--- config.mk ---
export PLATFORM = sky130hd
export DESIGN_NAME = kct_lane
export DESIGN_NICKNAME = d
export VERILOG_FILES = /design/src/hw/rtl/kct_pkg.sv /design/src/hw/rtl/kct_lane.sv
export SDC_FILE = /design/constraint.sdc
export NUM_CORES = 1
export LEC_CHECK = 0
export BUFFER_PORTS_ARGS = -buffer_cell sky130_fd_sc_hd__buf_2
export CORE_UTILIZATION = 25
export DETAILED_ROUTE_END_ITERATION = 7
export PLACE_DENSITY = 0.46
export SLEW_MARGIN = 20
export SYNTH_ARGS = -nofsm -noshare
export SYNTH_HDL_FRONTEND = slang
export SYNTH_SLANG_ARGS = --single-unit
--- constraint.sdc ---
create_clock -name i_clk -period 8.77 [get_ports i_clk]
set_clock_uncertainty 0.2 [all_clocks]
set_input_delay 0.4385 -clock i_clk [delete_from_list [all_inputs] [get_ports i_clk]]
set_output_delay 0.4385 -clock i_clk [all_outputs]
set_load 0.1 [all_outputs]
--- src/hw/rtl/kct_pkg.sv ---
// ----------------------------------------------------------------------------
// kct_pkg
// Shared types and constants of the k-means codebook trainer: component
// format, lane control bundle, operation codes, register indexes and states.
// ----------------------------------------------------------------------------
package kct_pkg;

    localparam int DIMS      = 4;
    localparam int COMP_BITS = 16;
    localparam int ND_W      = $clog2(DIMS + 1);
    localparam int SQ_W      = 2 * COMP_BITS;
    localparam int SUM_W     = SQ_W + $clog2(DIMS);

    typedef logic [COMP_BITS-1:0] t_comp;
    typedef logic [SQ_W-1:0]      t_sq;

    typedef struct packed {
        logic sq_en;
        logic acc_clr;
        logic acc_en;
        logic div_clr;
        logic div_step;
    } t_lane_ctl;

    typedef enum logic [2:0] {
        OP_LOAD_VEC  = 3'd0,
        OP_LOAD_CW   = 3'd1,
        OP_RUN       = 3'd2,
        OP_READ_CW   = 3'd3,
        OP_READ_ASG  = 3'd4
    } t_op;

    localparam logic [2:0] CFG_DIMS    = 3'd0;
    localparam logic [2:0] CFG_NCW     = 3'd1;
    localparam logic [2:0] CFG_NVEC    = 3'd2;
    localparam logic [2:0] CFG_MAXIT   = 3'd3;
    localparam logic [2:0] CFG_THRESH  = 3'd4;

    typedef enum logic [3:0] {
        ST_IDLE,
        ST_RDASG,
        ST_A_RD,
        ST_A_ISSUE,
        ST_A_DRAIN,
        ST_A_WR,
        ST_U_SCAN,
        ST_U_DRAIN,
        ST_U_LOAD,
        ST_U_DIV,
        ST_U_WB,
        ST_ITER
    } t_state;

endpackage

--- src/hw/rtl/kct_lane.sv ---
// ----------------------------------------------------------------------------
// kct_lane
// One component lane: squared difference for the nearest-codeword search,
// member sum for the mean, bit-serial divider and change check.
// ----------------------------------------------------------------------------
module kct_lane #(
    parameter int ACC_W = 26,
    parameter int VC_W  = 11
) (
    input  logic               i_clk,
    input  kct_pkg::t_lane_ctl i_ctl,
    input  logic               i_used,
    input  kct_pkg::t_comp     i_vec,
    input  kct_pkg::t_comp     i_cw,
    input  logic [VC_W-1:0]    i_div,
    input  kct_pkg::t_comp     i_thr,
    output kct_pkg::t_sq       o_sq,
    output kct_pkg::t_comp     o_new,
    output logic               o_bad
);
    import kct_pkg::*;

    logic [ACC_W-1:0] r_acc;
    logic [VC_W-1:0]  r_rem;
    t_sq              r_sq;
    t_comp            diff;
    t_sq              sq;
    logic [VC_W:0]    tmp;
    logic             ge;
    logic [VC_W-1:0]  n_rem;
    t_comp            chg;

    always_comb begin
        diff  = (i_vec >= i_cw) ? (i_vec - i_cw) : (i_cw - i_vec);
        sq    = SQ_W'(diff) * SQ_W'(diff);
        tmp   = {r_rem, r_acc[ACC_W-1]};
        ge    = (tmp >= {1'b0, i_div});
        n_rem = ge ? VC_W'(tmp - {1'b0, i_div}) : VC_W'(tmp);
        o_new = (i_div == '0) ? i_cw : r_acc[COMP_BITS-1:0];
        chg   = (o_new >= i_cw) ? (o_new - i_cw) : (i_cw - o_new);
        o_bad = i_used && (chg >= i_thr);
    end

    always_ff @(posedge i_clk) begin
        if (i_ctl.sq_en) begin
            r_sq <= i_used ? sq : '0;
        end
        if (i_ctl.acc_clr) begin
            r_acc <= '0;
        end else if (i_ctl.acc_en) begin
            r_acc <= r_acc + ACC_W'(i_vec);
        end else if (i_ctl.div_step) begin
            r_acc <= {r_acc[ACC_W-2:0], ge};
        end
        if (i_ctl.div_clr) begin
            r_rem <= '0;
        end else if (i_ctl.div_step) begin
            r_rem <= n_rem;
        end
    end

    assign o_sq = r_sq;

endmodule

==> metrics.yaml <==
syn_area_mm2: 0.0147
dp.final_hpwl_um: 38800
worst-slew-pin-transition_ps: 990
routed_wl_um: 44600
relSlewSlack: 0.340
crit_start: "i_vec[0]"
die_y_um: 245
reg2reg_slack_ps: 5000
cts_sinks: 68
synthCells: 1780
worstHoldPathType: "primary input to register"
grt_max_degree: 49
endpoint_kind: "register"
synth_top_area_frac: 0.228
final_nets: 2471
dr.pass1.iters: 5
synth_top_area_cell: "fa_1"
ant_nets: 0
r2r_end: "r_acc[18]"
clk_latency_ps: 370
fin_cells: 2804
synth.area.top_cells: "fa_1, ha_1, inv_1"
slowest_stage: "fa_1"
cp_common_cell: "fa_1"
max_freq_ghz: 0.118
fin_hold_ws_ps: 208
finalCritPeriodShare: 0.963
viasPerCell: 4.57
critPathMaxFanout: 5
use_met2: 0.267
ys_seq_area_frac: 0.114
antenna_found_initial: 8
clk_pin_slew_worst_paths_ps: 70
crit_end: "o_sq[30]"
synthTopCellsByCount: "inv_1, ha_1, nor2_1, fa_1, a21oi_1"
vias: 12822
synthDistinctLibCells: 88
die_w_um: 245
h-tree-depth: 3
cap_viol_max_count: 0
cts_buffers: 9
first_iter_violations: 607
place_ws_ps: -226
cts_tree: "built"
die_area_mm2: 0.0599
critPathMaxStageDelay_ps: 540
area_growth_pct: 22.1
setup_viol: 0
io_pins: 115
drive_gt1_frac: 0.196
track_usage: 0.150
core_mm2: 0.0579
r2r_cells: 13
portBuffers: 113
globalplace.congestion: 0.873
synth-seq-cells: 68
tns_ps: 0
cp.required_ps: 8670
rsz0062_at_grt: "yes"
status: "completed"
ys.flop_type: "dfxtp_1"
maxSlewViolCount: 0
busiest_layer: "met2"
avgSynthCellArea_um2: 8.27
period_needed_ps: 8450
grt_use_met1: 0.190
setup_ws_ps: 322
placed_cells: 2777
yosys_warnings: 0
routedWlPerCell_um: 15.9
drc: 0
grt_pass1_wl_um: 71300
hold_violations: 0
arrival_ps: 8350
rows: 88
clock-root-buffer: "clkbuf_16"
critPathLaunchType: "primary input"
clk_path_buf_depth: 2
syn-num-nets: 2220
grt_overflow: 0
crit_type: "primary input to register"
synth.most_common_cell: "inv_1"
grt_use_met3: 0.0246
rr_startpoint: "r_acc[0]"
ys_async_sr_fraction: 0
grt_pass1_vias: 13335
initial_core_util: 0.254
synth-edff-count: 31
flip-flops by register name, summed over array words and instances, names as in the netlist:
name / count
r_acc: 26
r_rem: 11
o_sq: 31
cells in the final DEF (no fill, tap or decap), types with 15 or more instances in the layout:
| master | netlist | layout |
|---|---|---|
| edfxtp_1 | 31 | 31 |
| nor2b_1 | 24 | 24 |
| ha_1 | 206 | 202 |
| and3_1 | 15 | 15 |
| buf_4 | 4 | 177 |
| a21oi_1 | 124 | 116 |
| buf_2 | 16 | 113 |
| o21ai_0 | 63 | 59 |
| dfxtp_1 | 37 | 37 |
| xor2_1 | 30 | 30 |
| fa_1 | 168 | 167 |
| xnor2_1 | 37 | 34 |
| nand2b_1 | 28 | 27 |
| nor3_1 | 21 | 20 |
| nand2_1 | 121 | 117 |
| nand3_1 | 18 | 17 |
| a211oi_1 | 40 | 36 |
| nor2_1 | 171 | 167 |
| nand4_1 | 15 | 15 |
| a21o_1 | 60 | 60 |
| inv_1 | 331 | 329 |
cells by family (layout without fill, tap and decap cells):
| logic type | count (synthesis) | count (layout) | share of synthesized area |
|---|---|---|---|
| AOI/OAI and AO/OA | 396 | 396 | 0.178 |
| xor gates and xnor gates | 72 | 72 | 0.0466 |
| adders and majority gates | 374 | 374 | 0.403 |
| buffers and inverters | 400 | 655 | 0.106 |
| DFF | 68 | 68 | 0.114 |
| muxes | 19 | 19 | 0.0134 |
| other | 1 | 4 | 0.000255 |
| and+or+nand+nor | 450 | 451 | 0.140 |
final cells by class:
class	instances	area, um2
antenna	3	7.51
clock buffer	12	278
clock inverter	4	52.6
fill	6267	39900
inverter	344	1300
multi-input combinational	1313	11700
sequential	68	1670
tap	765	957
timing repair buffer	295	1970
per-layer routing:
metal	wire length [um]	vias to the layer above
li1	-	6366
met1	20300	6155
met2	21800	240
met3	1690	53
met4	787	8
met5	53	-
critical path: cells and delay by family:
family | cells | cell delay, ps
compound gates | 12 | 2560
xor+xnor | 1 | 240
fa+ha+maj | 9 | 3720
buf+inv | 8 | 770
simple gates | 5 | 610
through the flow:
step           instance area (um2)   util
2_1_floorplan                14700      -
3_3_place_gp                 17300  0.299
3_5_place_dp                 17300  0.299
4_1_cts                      17700  0.305
5_1_grt                      18000  0.310
6_report                     18000  0.310
how the worst min path moves through the flow:
stage / start / endpoint / cells after the start
floorplan: r_rem[10] / r_rem[10] / 2
global placement: r_rem[10] / r_rem[10] / 2
detailed placement: r_rem[10] / r_rem[10] / 2
CTS: i_ctl[1] / r_rem[1] / 2
global route: i_ctl[1] / r_rem[10] / 2
finish: i_ctl[1] / r_rem[1] / 2
what timing repair did:
item                                    4_1_cts  5_1_grt
gates resized for setup                       0       57
hold buffers                                  0        0
endpoints found under the setup margin        0       12
buffers inserted                              0        8
endpoints found under the hold margin         0        0
Power is not shown: default switching activity piles up to over one toggle a cycle in this logic, so the estimate is an artifact.
