## src/hw/rtl/kct_pkg.sv

```systemverilog
// ----------------------------------------------------------------------------
// kct_pkg
// Shared types and constants of the k-means codebook trainer: component
// format, lane control bundle, operation codes, register indexes and states.
// ----------------------------------------------------------------------------
package kct_pkg;

    localparam int DIMS      = 4;
    localparam int COMP_BITS = 16;
    localparam int ND_W      = $clog2(DIMS + 1);
    localparam int SQ_W      = 2 * COMP_BITS;
    localparam int SUM_W     = SQ_W + $clog2(DIMS);

    typedef logic [COMP_BITS-1:0] t_comp;
    typedef logic [SQ_W-1:0]      t_sq;

    typedef struct packed {
        logic sq_en;
        logic acc_clr;
        logic acc_en;
        logic div_clr;
        logic div_step;
    } t_lane_ctl;

    typedef enum logic [2:0] {
        OP_LOAD_VEC  = 3'd0,
        OP_LOAD_CW   = 3'd1,
        OP_RUN       = 3'd2,
        OP_READ_CW   = 3'd3,
        OP_READ_ASG  = 3'd4
    } t_op;

    localparam logic [2:0] CFG_DIMS    = 3'd0;
    localparam logic [2:0] CFG_NCW     = 3'd1;
    localparam logic [2:0] CFG_NVEC    = 3'd2;
    localparam logic [2:0] CFG_MAXIT   = 3'd3;
    localparam logic [2:0] CFG_THRESH  = 3'd4;

    typedef enum logic [3:0] {
        ST_IDLE,
        ST_RDASG,
        ST_A_RD,
        ST_A_ISSUE,
        ST_A_DRAIN,
        ST_A_WR,
        ST_U_SCAN,
        ST_U_DRAIN,
        ST_U_LOAD,
        ST_U_DIV,
        ST_U_WB,
        ST_ITER
    } t_state;

endpackage

```

## src/hw/rtl/kct_merge.sv

```systemverilog
// ----------------------------------------------------------------------------
// kct_merge
// Sums the lane distances of one codeword and keeps the running nearest one;
// on equal distance the later codeword wins.
// ----------------------------------------------------------------------------
module kct_merge #(
    parameter int TAG_W = 4
) (
    input  logic             i_clk,
    input  logic             i_rst_n,
    input  logic             i_start,
    input  logic             i_valid,
    input  logic [TAG_W-1:0] i_tag,
    input  kct_pkg::t_sq     i_sq [kct_pkg::DIMS],
    output logic [TAG_W-1:0] o_pick
);
    import kct_pkg::*;

    logic             r_have;
    logic [SUM_W-1:0] r_best;
    logic [TAG_W-1:0] r_pick;
    logic [SUM_W-1:0] sum;
    logic             take;

    always_comb begin
        sum = '0;
        for (int k = 0; k < DIMS; k++) begin
            sum = sum + SUM_W'(i_sq[k]);
        end
        take = i_valid && (!r_have || (sum <= r_best));
    end

    always_ff @(posedge i_clk) begin
        if (!i_rst_n) begin
            r_have <= 1'b0;
        end else if (i_start) begin
            r_have <= 1'b0;
        end else if (take) begin
            r_have <= 1'b1;
        end
    end

    always_ff @(posedge i_clk) begin
        if (take) begin
            r_best <= sum;
            r_pick <= i_tag;
        end
    end

    assign o_pick = r_pick;

endmodule

```

## config.mk

```make
export PLATFORM = sky130hd
export DESIGN_NAME = kct_merge
export DESIGN_NICKNAME = d
export VERILOG_FILES = /design/src/hw/rtl/kct_pkg.sv /design/src/hw/rtl/kct_merge.sv
export SDC_FILE = /design/constraint.sdc
export NUM_CORES = 1
export LEC_CHECK = 0
export BUFFER_PORTS_ARGS = -buffer_cell sky130_fd_sc_hd__buf_2
export CORE_ASPECT_RATIO = 1.25
export CORE_MARGIN = 5
export CORE_UTILIZATION = 59
export CTS_CLUSTER_SIZE = 8
export DETAILED_ROUTE_END_ITERATION = 10
export PLACE_DENSITY = 0.88
export SYNTH_ARGS = -nofsm -noshare
export SYNTH_HDL_FRONTEND = slang
export SYNTH_SLANG_ARGS = --single-unit
```

## constraint.sdc

```tcl
create_clock -name i_clk -period 16.2 [get_ports i_clk]
set_input_delay 0 -clock i_clk [delete_from_list [all_inputs] [get_ports i_clk]]
set_output_delay 0 -clock i_clk [all_outputs]
set_load 0.05 [all_outputs]
```

==> results.tsv, run 1 <==
metric	value	unit
final hold violation count	0	
Area after DPL	6260	um^2
TNS Setup	0	ps
Final Skew	5.17	ps
Initial Utilization	60.0	%
Final Non-Filler Cells	848	
sequential cell area	1160	um^2
DR iter-0 viols	241	
Min-Delay Path Class	in2reg	
core area	9080	um^2
yosys warns	0	
Cell variety after synth	45	
P_leak	3.52	nW
Vert. Die Dim	117	um
Post-DP HPWL	9.93	mm
Synthesized Nets	849	
most used cell, CP	fa_1	
Final min period	5610	ps
post-route cell area	6470	um^2
WHS Path Cells	2	
M3 GR Usage	2.43	%
number of synthesized register bits	39	
worst slack at placement	10330	ps
drt wl/cell	13.5	um
Clk Latency, worst-skew pair	280	ps
met1 Use GR	24.1	%
ant diodes	0	
critical-path maximum fanout	38	
Setup-failing EPs final	0	
Crit. End Element	register	
Power Dens Cells	148	nW/um^2
CP startpoint kind	primary input	
CTS tree	done	
Critical R2R Launch	r_best[3]	
GRT met2 Usage	39.6	%
asr flop ratio synth	0	%
GRT Overall Usage	21.0	%
end point of the critical path	r_best[2]	
PostCTS Resize Cnt	0	
Synth Instances	582	
Post-CTS Setup Inserts	0	
H-tree depth	2	
R2R depth	10	
Slew HR	40.6	%
reg2reg setup slack	13300	ps
Reg2Reg Capture Point	r_best[2]	
Post-synth top flop	edfxtp_1	
status	finished clean	
full die area	11300	um^2
initial antenna violation count	0	
fillers	713	
Critical Path AT	5520	ps
Critical path origin	i_sq[1]	
vias in the first global route	4724	
P&R area growth vs syn	18.8	%
Critical Path RT	16110	ps
Synth Area per Inst	9.36	um^2
Vias/cell	5.27	
PnR worst setup slack	10590	ps
area of the multi-input gates	3610	um^2
RSZ-0062 raised after global routing	false	
hold buffers post-CTS	6	
antenna viol nets, final	0	
clk root buf	clkbuf_16	
Worst Tran Pin Value	891	ps
CTS max path bufs	2	
worst vdd ir	60.8	uV
Hold Slack	78.3	ps
Num CTS Buffers	5	
fin crit share	34.7	%
Reg clk slew, reported paths	60	ps
Post-synth EDFFs	38	
gr ovfl total	0	
slowest cell on the critical path	and2_2	
Max Cap Viol	0	
# IOs	140	
largest net degree at the start of global routing	39	
register area share after synthesis	21.3	%
first-pass GRT wire length	19.5	mm
post-synthesis cell area	5450	um^2
fraction of layout cells with a size suffix above 1	21.5	%
placed cell count	834	
Max Freq	0.178	GHz
gpl congestion	0.958	
CP Class	in2reg	
slowest stage delay, CP	760	ps
Port Buf Inserts	139	
# rows	39	
worst-path cell chain	buf_2, inv_1, fa_1, fa_1, inv_1, ha_1, fa_1, a211oi_1, o21ai_1, a21oi_1, o21ai_1, a221oi_2, nor3_1, a221o_1, a21o_1, ha_1, nand4_1, or4_1, o211ai_1, and2_2	
DRC	0	
Via Count	4469	
TritonCTS Sinks	39	
Die X-Extent	95.9	um
WL final	11.4	mm
Pins Over Slew Limit	0	
global routing's busiest layer	met2	
first-pass detailed-route iteration total	5	
Nets	991	
==> worst min-delay path by stage <==
| stage | startpoint | end | slack, ps |
|---|---|---|---|
| floorplan | i_start | r_have | 80 |
| global placement | i_start | r_have | 160 |
| detailed placement | i_start | r_have | 170 |
| CTS | i_sq[96] | r_best[0] | 80 |
| global route | i_sq[96] | r_best[0] | 80 |
| finish | i_sq[96] | r_best[0] | 80 |
==> cell usage in the layout (no fill, tap or decap), types with 2 or more instances in the layout <==
cell / netlist / layout
o21a_1: 5 / 5
and3_1: 2 / 2
xnor2_1: 19 / 19
a221oi_1: 2 / 2
buf_2: 0 / 139
nand2_1: 12 / 12
clkinvlp_4: 0 / 2
o21bai_1: 2 / 2
inv_1: 171 / 171
nor3_1: 4 / 4
nor2b_1: 3 / 3
nand4_1: 13 / 13
xor2_1: 9 / 9
edfxtp_1: 38 / 38
a211oi_1: 7 / 7
dlygate4sd3_1: 0 / 6
o21ai_1: 10 / 10
o211ai_1: 6 / 6
nand3_1: 8 / 8
a21o_1: 33 / 33
fa_1: 64 / 64
ha_1: 67 / 67
clkbuf_16: 0 / 5
o21ai_0: 15 / 15
a21oi_1: 34 / 34
nor2_1: 26 / 26
==> layout make-up <==
type                    count  share of cell area, %
well taps                 123                   2.38
clock inverters             3                  0.368
repair buffers            145                   11.7
flip-flops and latches     39                   17.9
inverters                 171                   9.92
multi-input cells         362                   55.8
clock buffers               5                   1.93
==> flip-flops by register name, indices dropped and copies added (netlist names) <==
name,count
o_pick,4
r_have,1
r_best,34
==> metal layers <==
layer  vias to the layer above  wire length (um)
met5                         -                 0
met4                         0               258
met3                        28               605
met2                       150              6410
met1                      2103              4160
li1                       2188                 -
==> logic make-up after synthesis <==
family / after synthesis / share of synthesized area (%)
XOR/XNOR: 28 / 4.50
AO/OA/AOI/OAI: 130 / 16.4
flip-flops: 39 / 21.3
AND/OR/NAND/NOR: 73 / 6.43
adder cells (fa/ha/maj): 131 / 38.9
buffers and inverters: 181 / 12.5
==> per-stage QoR <==
stage          util (%)  power (mW)
6_report           71.3       0.955
5_1_grt            71.3        1.05
4_1_cts            71.3       0.959
3_5_place_dp       69.0       0.849
3_3_place_gp       69.0       0.805
2_1_floorplan         -       0.683
==> power by group <==
part / total [mW] / leakage, nW / switching (mW) / internal (mW)
combinational: 0.669 / 3.08 / 0.380 / 0.289
clock: 0.0974 / 0.0664 / 0.0399 / 0.0575
sequential: 0.189 / 0.378 / 0.0112 / 0.178
total: 0.955 / 3.52 / 0.431 / 0.524
==> synthesized netlist by cell type (2+ instances only) <==
cell type	number	area [um^2]
edfxtp_1	38	1140
nor3_1	4	20.0
xor2_1	9	78.8
fa_1	64	1280
nor2b_1	3	18.8
a21o_1	33	248
a211oi_1	7	52.6
inv_1	171	642
nand3_1	8	40.0
nand2_1	12	45.0
o21ai_0	15	75.1
o21a_1	5	37.5
clkbuf_1	10	37.5
and3_1	2	12.5
nand4_1	13	81.3
nor2_1	26	97.6
a21oi_1	34	170
o21ai_1	10	50.1
o211ai_1	6	45.0
a221oi_1	2	17.5
xnor2_1	19	166
ha_1	67	838
o21bai_1	2	15.0
==> worst max-delay path, delay by kind of cell <==
kind / cells / cell delay [ps]
AO/OA/AOI/OAI: 8 / 1880
adder cells (fa/ha/maj): 5 / 1970
buffers and inverters: 3 / 160
AND/OR/NAND/NOR: 4 / 1500
(Power assumes the default switching activity.)
==> run 2: changes to the inputs <==
CORE_UTILIZATION = 55   (was 59)
PLACE_DENSITY = 0.82   (was 0.88)
clock period = 5.25 ns   (was 16.2 ns; I/O delays follow)
==> run 2 against run 1 <==
Compared with the run above: register-to-register slack got worse by 10000 ps; worst setup slack got worse by 10000 ps; via count about the same; sequential share of layout area decreased by 0.59 points; non-clock buffer count increased by 21; highest routed layer unchanged; power increased to 3.2 times the previous value; first-iteration DRC count decreased by 54%; global-route usage decreased by 1.6 points; cell count increased by 2.8%; flip-flop and latch count unchanged; hold slack got worse by 14 ps.
==> results.tsv, run 2 (synthesis results as in run 1) <==
metric	value	unit
Area after DPL	6420	um^2
worst vdd ir	198	uV
Max Freq	0.203	GHz
CP startpoint kind	primary input	
Via Count	4465	
fraction of layout cells with a size suffix above 1	24.5	%
Vert. Die Dim	121	um
GRT Overall Usage	19.4	%
Die X-Extent	99.0	um
P&R area growth vs syn	22.8	%
TritonCTS Sinks	39	
Clock power frac	9.3	%
critical-path maximum fanout	24	
first-pass detailed-route iteration total	4	
Setup-failing EPs final	0	
full die area	12000	um^2
fin crit share	93.9	%
Hold Slack	63.9	ps
Combinational Power Share	71.4	%
reg2reg setup slack	2830	ps
CTS max path bufs	2	
Max Cap Viol	0	
Clk Latency, worst-skew pair	280	ps
worst-path cell chain	buf_2, inv_1, fa_1, fa_1, inv_1, ha_1, fa_2, a211oi_4, o21ai_2, a21oi_2, o21ai_2, a221oi_2, nor3_1, a221o_1, a21o_1, ha_1, nand4_1, or4_4, o221ai_2, o211ai_1, and2_2, buf_12	
Worst Tran Pin Value	381	ps
H-tree depth	2	
DR iter-0 viols	112	
post-route cell area	6690	um^2
Min-Delay Path Class	in2reg	
Nets	1012	
CTS tree	done	
Seq pwr share	19.3	%
Num CTS Buffers	5	
Final Skew	8.72	ps
Vias/cell	5.12	
WL final	11.3	mm
slowest stage delay, CP	510	ps
WHS Path Cells	2	
antenna viol nets, final	0	
Critical Path RT	5280	ps
gpl congestion	0.838	
drt wl/cell	13.0	um
Slew HR	74.4	%
crit-path leading delay family	adder cells	
Port Buf Inserts	139	
Post-DP HPWL	9.88	mm
Critical R2R Launch	r_best[15]	
sw frac	43.9	%
CP Class	in2reg	
worst hold path startpoint	i_sq[96]	
ant diodes	0	
Initial Utilization	56.4	%
clk root buf	clkbuf_16	
RSZ-0062 raised after global routing	false	
Largest Register	r_best	
slowest cell on the critical path	fa_1	
Worst Hold Path EP	r_best[0]	
vias in the first global route	4675	
# rows	40	
most common cell after layout, fill and taps aside	inv_1	
largest net degree at the start of global routing	25	
max reg flops	34	
Final min period	4930	ps
gr ovfl total	0	
Crit. End Element	register	
# IOs	140	
final hold violation count	0	
Reg clk slew, reported paths	50	ps
initial antenna violation count	0	
Reg2Reg Capture Point	r_best[17]	
DRC	0	
R2R depth	11	
status	finished clean	
core area	9660	um^2
P_leak	3.64	nW
Int Power	1.69	mW
Power Dens Cells	452	nW/um^2
Critical Path AT	4960	ps
most frequent cells in the layout	inv_1 (171), buf_2 (139), ha_1 (67), fa_1 (63), edfxtp_1 (38)	
Pins Over Slew Limit	0	
net switching component of the power	1.33	mW
WP buf/inv	4	
first-pass GRT wire length	19.5	mm
==> run 2: repair_timing <==
action                                 in CTS  in global routing
gates resized for setup                     0                 10
setup endpoints to repair                   0                 38
hold buffers                                6                  0
setup buffers                               0                  3
endpoints found under the hold margin       5                  0
==> run 2: per-layer routing <==
metal  vias up  part of all wire, %  wire (um)  track usage (%)
met2       125                   55       6250             36.4
met1      2094                   38       4300             22.6
met3        18                  4.8        547             2.53
li1       2228                    -          -                -
met4         0                  1.8        203             6.32
met5         -                    0          0                0
==> run 2: worst max-delay path by stage <==
stage,start,end,slack (ps),cells past startpoint
2_1_floorplan,i_sq[1],o_pick[0],30,19
3_3_place_gp,i_sq[1],r_best[16],-130,22
3_5_place_dp,i_sq[1],r_best[14],-210,22
4_1_cts,i_sq[1],r_best[19],60,22
5_1_grt,i_sq[1],r_best[19],20,22
6_report,i_sq[1],r_best[17],320,22
==> run 2: area by class of cell <==
cell class	count	area (um^2)
fillers	776	2970
clock inverters	2	7.51
inverters	171	642
flip-flops and latches	39	1160
repair buffers	166	938
multi-input cells	362	3650
well taps	126	158
clock buffers	6	129
==> run 2: power groups by stage <==
| stage | Sequential, mW | Combinational [mW] | Clock, mW |
|---|---|---|---|
| after global placement | 0.582 | 2.01 | 0 |
| after detailed placement | 0.589 | 2.09 | 0 |
| final | 0.582 | 2.16 | 0.281 |
| after CTS | 0.583 | 2.11 | 0.286 |
| after global routing | 0.594 | 2.44 | 0.298 |
| after floorplan | 0.587 | 1.52 | 0 |
==> run 2: metrics by stage <==
step	setup slack [ps]	instances	TNS, ps	total power, mW	util, %
after floorplan	29.5	582	0	2.11	-
after detailed placement	-206	855	-7460	2.67	66.5
final	318	872	0	3.02	69.3
after global routing	17.1	872	0	3.33	69.3
after global placement	-132	855	-4630	2.59	66.5
after CTS	60.7	869	0	2.98	68.5
==> run 3: changes to the inputs <==
RECOVER_POWER = 50   (was not set)
==> run 3 against run 2 <==
Compared with the run above: worst setup slack worse by 33 ps; combinational power hardly changed; largest cell class unchanged; cell count stayed put; maximum frequency is 0.66% lower; final area is 0.24% lower; critical endpoint unchanged; count of clock-buffer cells in the layout stayed put; utilization is 0.17 points lower; via count is 0.22% higher; non-clock buffer count stayed put; sequential share of layout area hardly changed; global-route usage stayed put.
==> results.tsv, run 3 (synthesis results as in run 1) <==
metric	value	unit
Nets	1012	
P&R area growth vs syn	22.5	%
fin crit share	94.6	%
Setup-failing EPs final	0	
final hold violation count	0	
Min-Delay Path Class	in2reg	
Final min period	4960	ps
Initial Utilization	56.4	%
R2R depth	11	
gr ovfl total	0	
Post-DP HPWL	9.88	mm
sequential cell area	1160	um^2
ant diodes	0	
antenna viol nets, final	0	
CTS max path bufs	2	
Slew HR	60.1	%
Port Buf Inserts	139	
area of the multi-input gates	3650	um^2
Critical Path AT	5000	ps
Crit. End Element	register	
final core utilization	69.1	%
TritonCTS Sinks	39	
Final Non-Filler Cells	872	
vias in the first global route	4675	
CP startpoint kind	primary input	
Via Count	4475	
WHS Path Cells	2	
DRC	0	
Critical Path RT	5280	ps
status	finished clean	
most common cell after layout, fill and taps aside	inv_1	
fillers	782	
Final Skew	7.68	ps
GRT Overall Usage	19.4	%
Clk Latency, worst-skew pair	280	ps
first-pass detailed-route iteration total	4	
PnR worst setup slack	285	ps
most frequent cells in the layout	inv_1 (171), buf_2 (134), ha_1 (67), fa_1 (63), edfxtp_1 (38)	
Num CTS Buffers	5	
# IOs	140	
Max Cap Viol	0	
largest net degree at the start of global routing	25	
DR iter-0 viols	101	
Vias/cell	5.13	
H-tree depth	2	
Die X-Extent	99.0	um
max reg flops	34	
CP Class	in2reg	
Max Freq	0.201	GHz
Largest Register	r_best	
RSZ-0062 raised after global routing	false	
worst slack at placement	-206	ps
placed cell count	855	
WL final	11.3	mm
fraction of layout cells with a size suffix above 1	23.6	%
Worst Tran Pin Value	602	ps
Vert. Die Dim	121	um
gpl congestion	0.838	
Pins Over Slew Limit	0	
# rows	40	
full die area	12000	um^2
clk root buf	clkbuf_16	
worst vdd ir	197	uV
drt wl/cell	13.0	um
initial antenna violation count	0	
P_leak	3.62	nW
Power Dens Cells	451	nW/um^2
TNS Setup	0	ps
Reg clk slew, reported paths	50	ps
core area	9660	um^2
first-pass GRT wire length	19.5	mm
critical-path maximum fanout	24	
CTS tree	done	
-- run 3: changes by cell type in the layout (fill, tap and decap cells not counted), sizes merged --
cell | previous run | this run
buf | 160 | 151
clkbuf | 6 | 15
-- run 3: per-stage QoR --
step                      hold WS (ps)  area [um^2]  power (mW)
after global routing              86.9         6670        3.32
final                             62.2         6670        3.01
after detailed placement           166         6420        2.67
after CTS                         64.0         6620        2.98
after floorplan                   76.1         5450        2.11
after global placement             161         6420        2.59
-- run 3: worst max-delay path: stages --
cell and delay [ps]:
buf_2 80, inv_1 50, fa_1 530, inv_1 50, fa_1 460, ha_1 320
a2111oi_0 410, o21ai_0 160, o21a_1 140, a311o_2 430, a31oi_2 240, o2111a_1 270
nor2_1 70, xnor2_1 150, ha_1 280, nand4_1 150, or4_4 550, o221ai_2 140
o211ai_1 100, and2_2 240, buf_12 170
-- run 3: what timing repair did --
action                                 4_1_cts  5_1_grt
endpoints found under the hold margin        5        0
gates resized for setup                      0       10
buffers inserted                             0        3
hold buffers                                 6        0
setup endpoints to repair                    0       38
-- run 3: layout make-up --
cell class,instances,area share (%)
timing repair buffer,166,13.9
sequential,39,17.4
clock inverter,2,0.112
inverter,171,9.62
clock buffer,6,1.93
tap,126,2.36
multi-input combinational,362,54.7
-- run 3: final timing paths --
check	start	end	slack, ps
min	i_sq[96]	r_best[0]	60
min reg2reg	r_have	r_best[7]	870
max reg2reg	r_best[15]	r_best[17]	2830
max	i_sq[9]	r_best[17]	290
-- run 3: per-layer routing --
metal	global-route usage, %	up-vias	wire length (um)
met4	6.32	0	225
li1	-	2226	-
met3	2.53	20	559
met5	0	-	0
met1	22.6	2102	4280
met2	36.4	127	6230
-- run 3: power by group --
| part | internal [mW] | leakage, nW | switching [mW] |
|---|---|---|---|
| clock network | 0.173 | 0.0659 | 0.109 |
| logic | 0.966 | 3.18 | 1.18 |
| registers | 0.548 | 0.378 | 0.0341 |
| total | 1.69 | 3.62 | 1.32 |
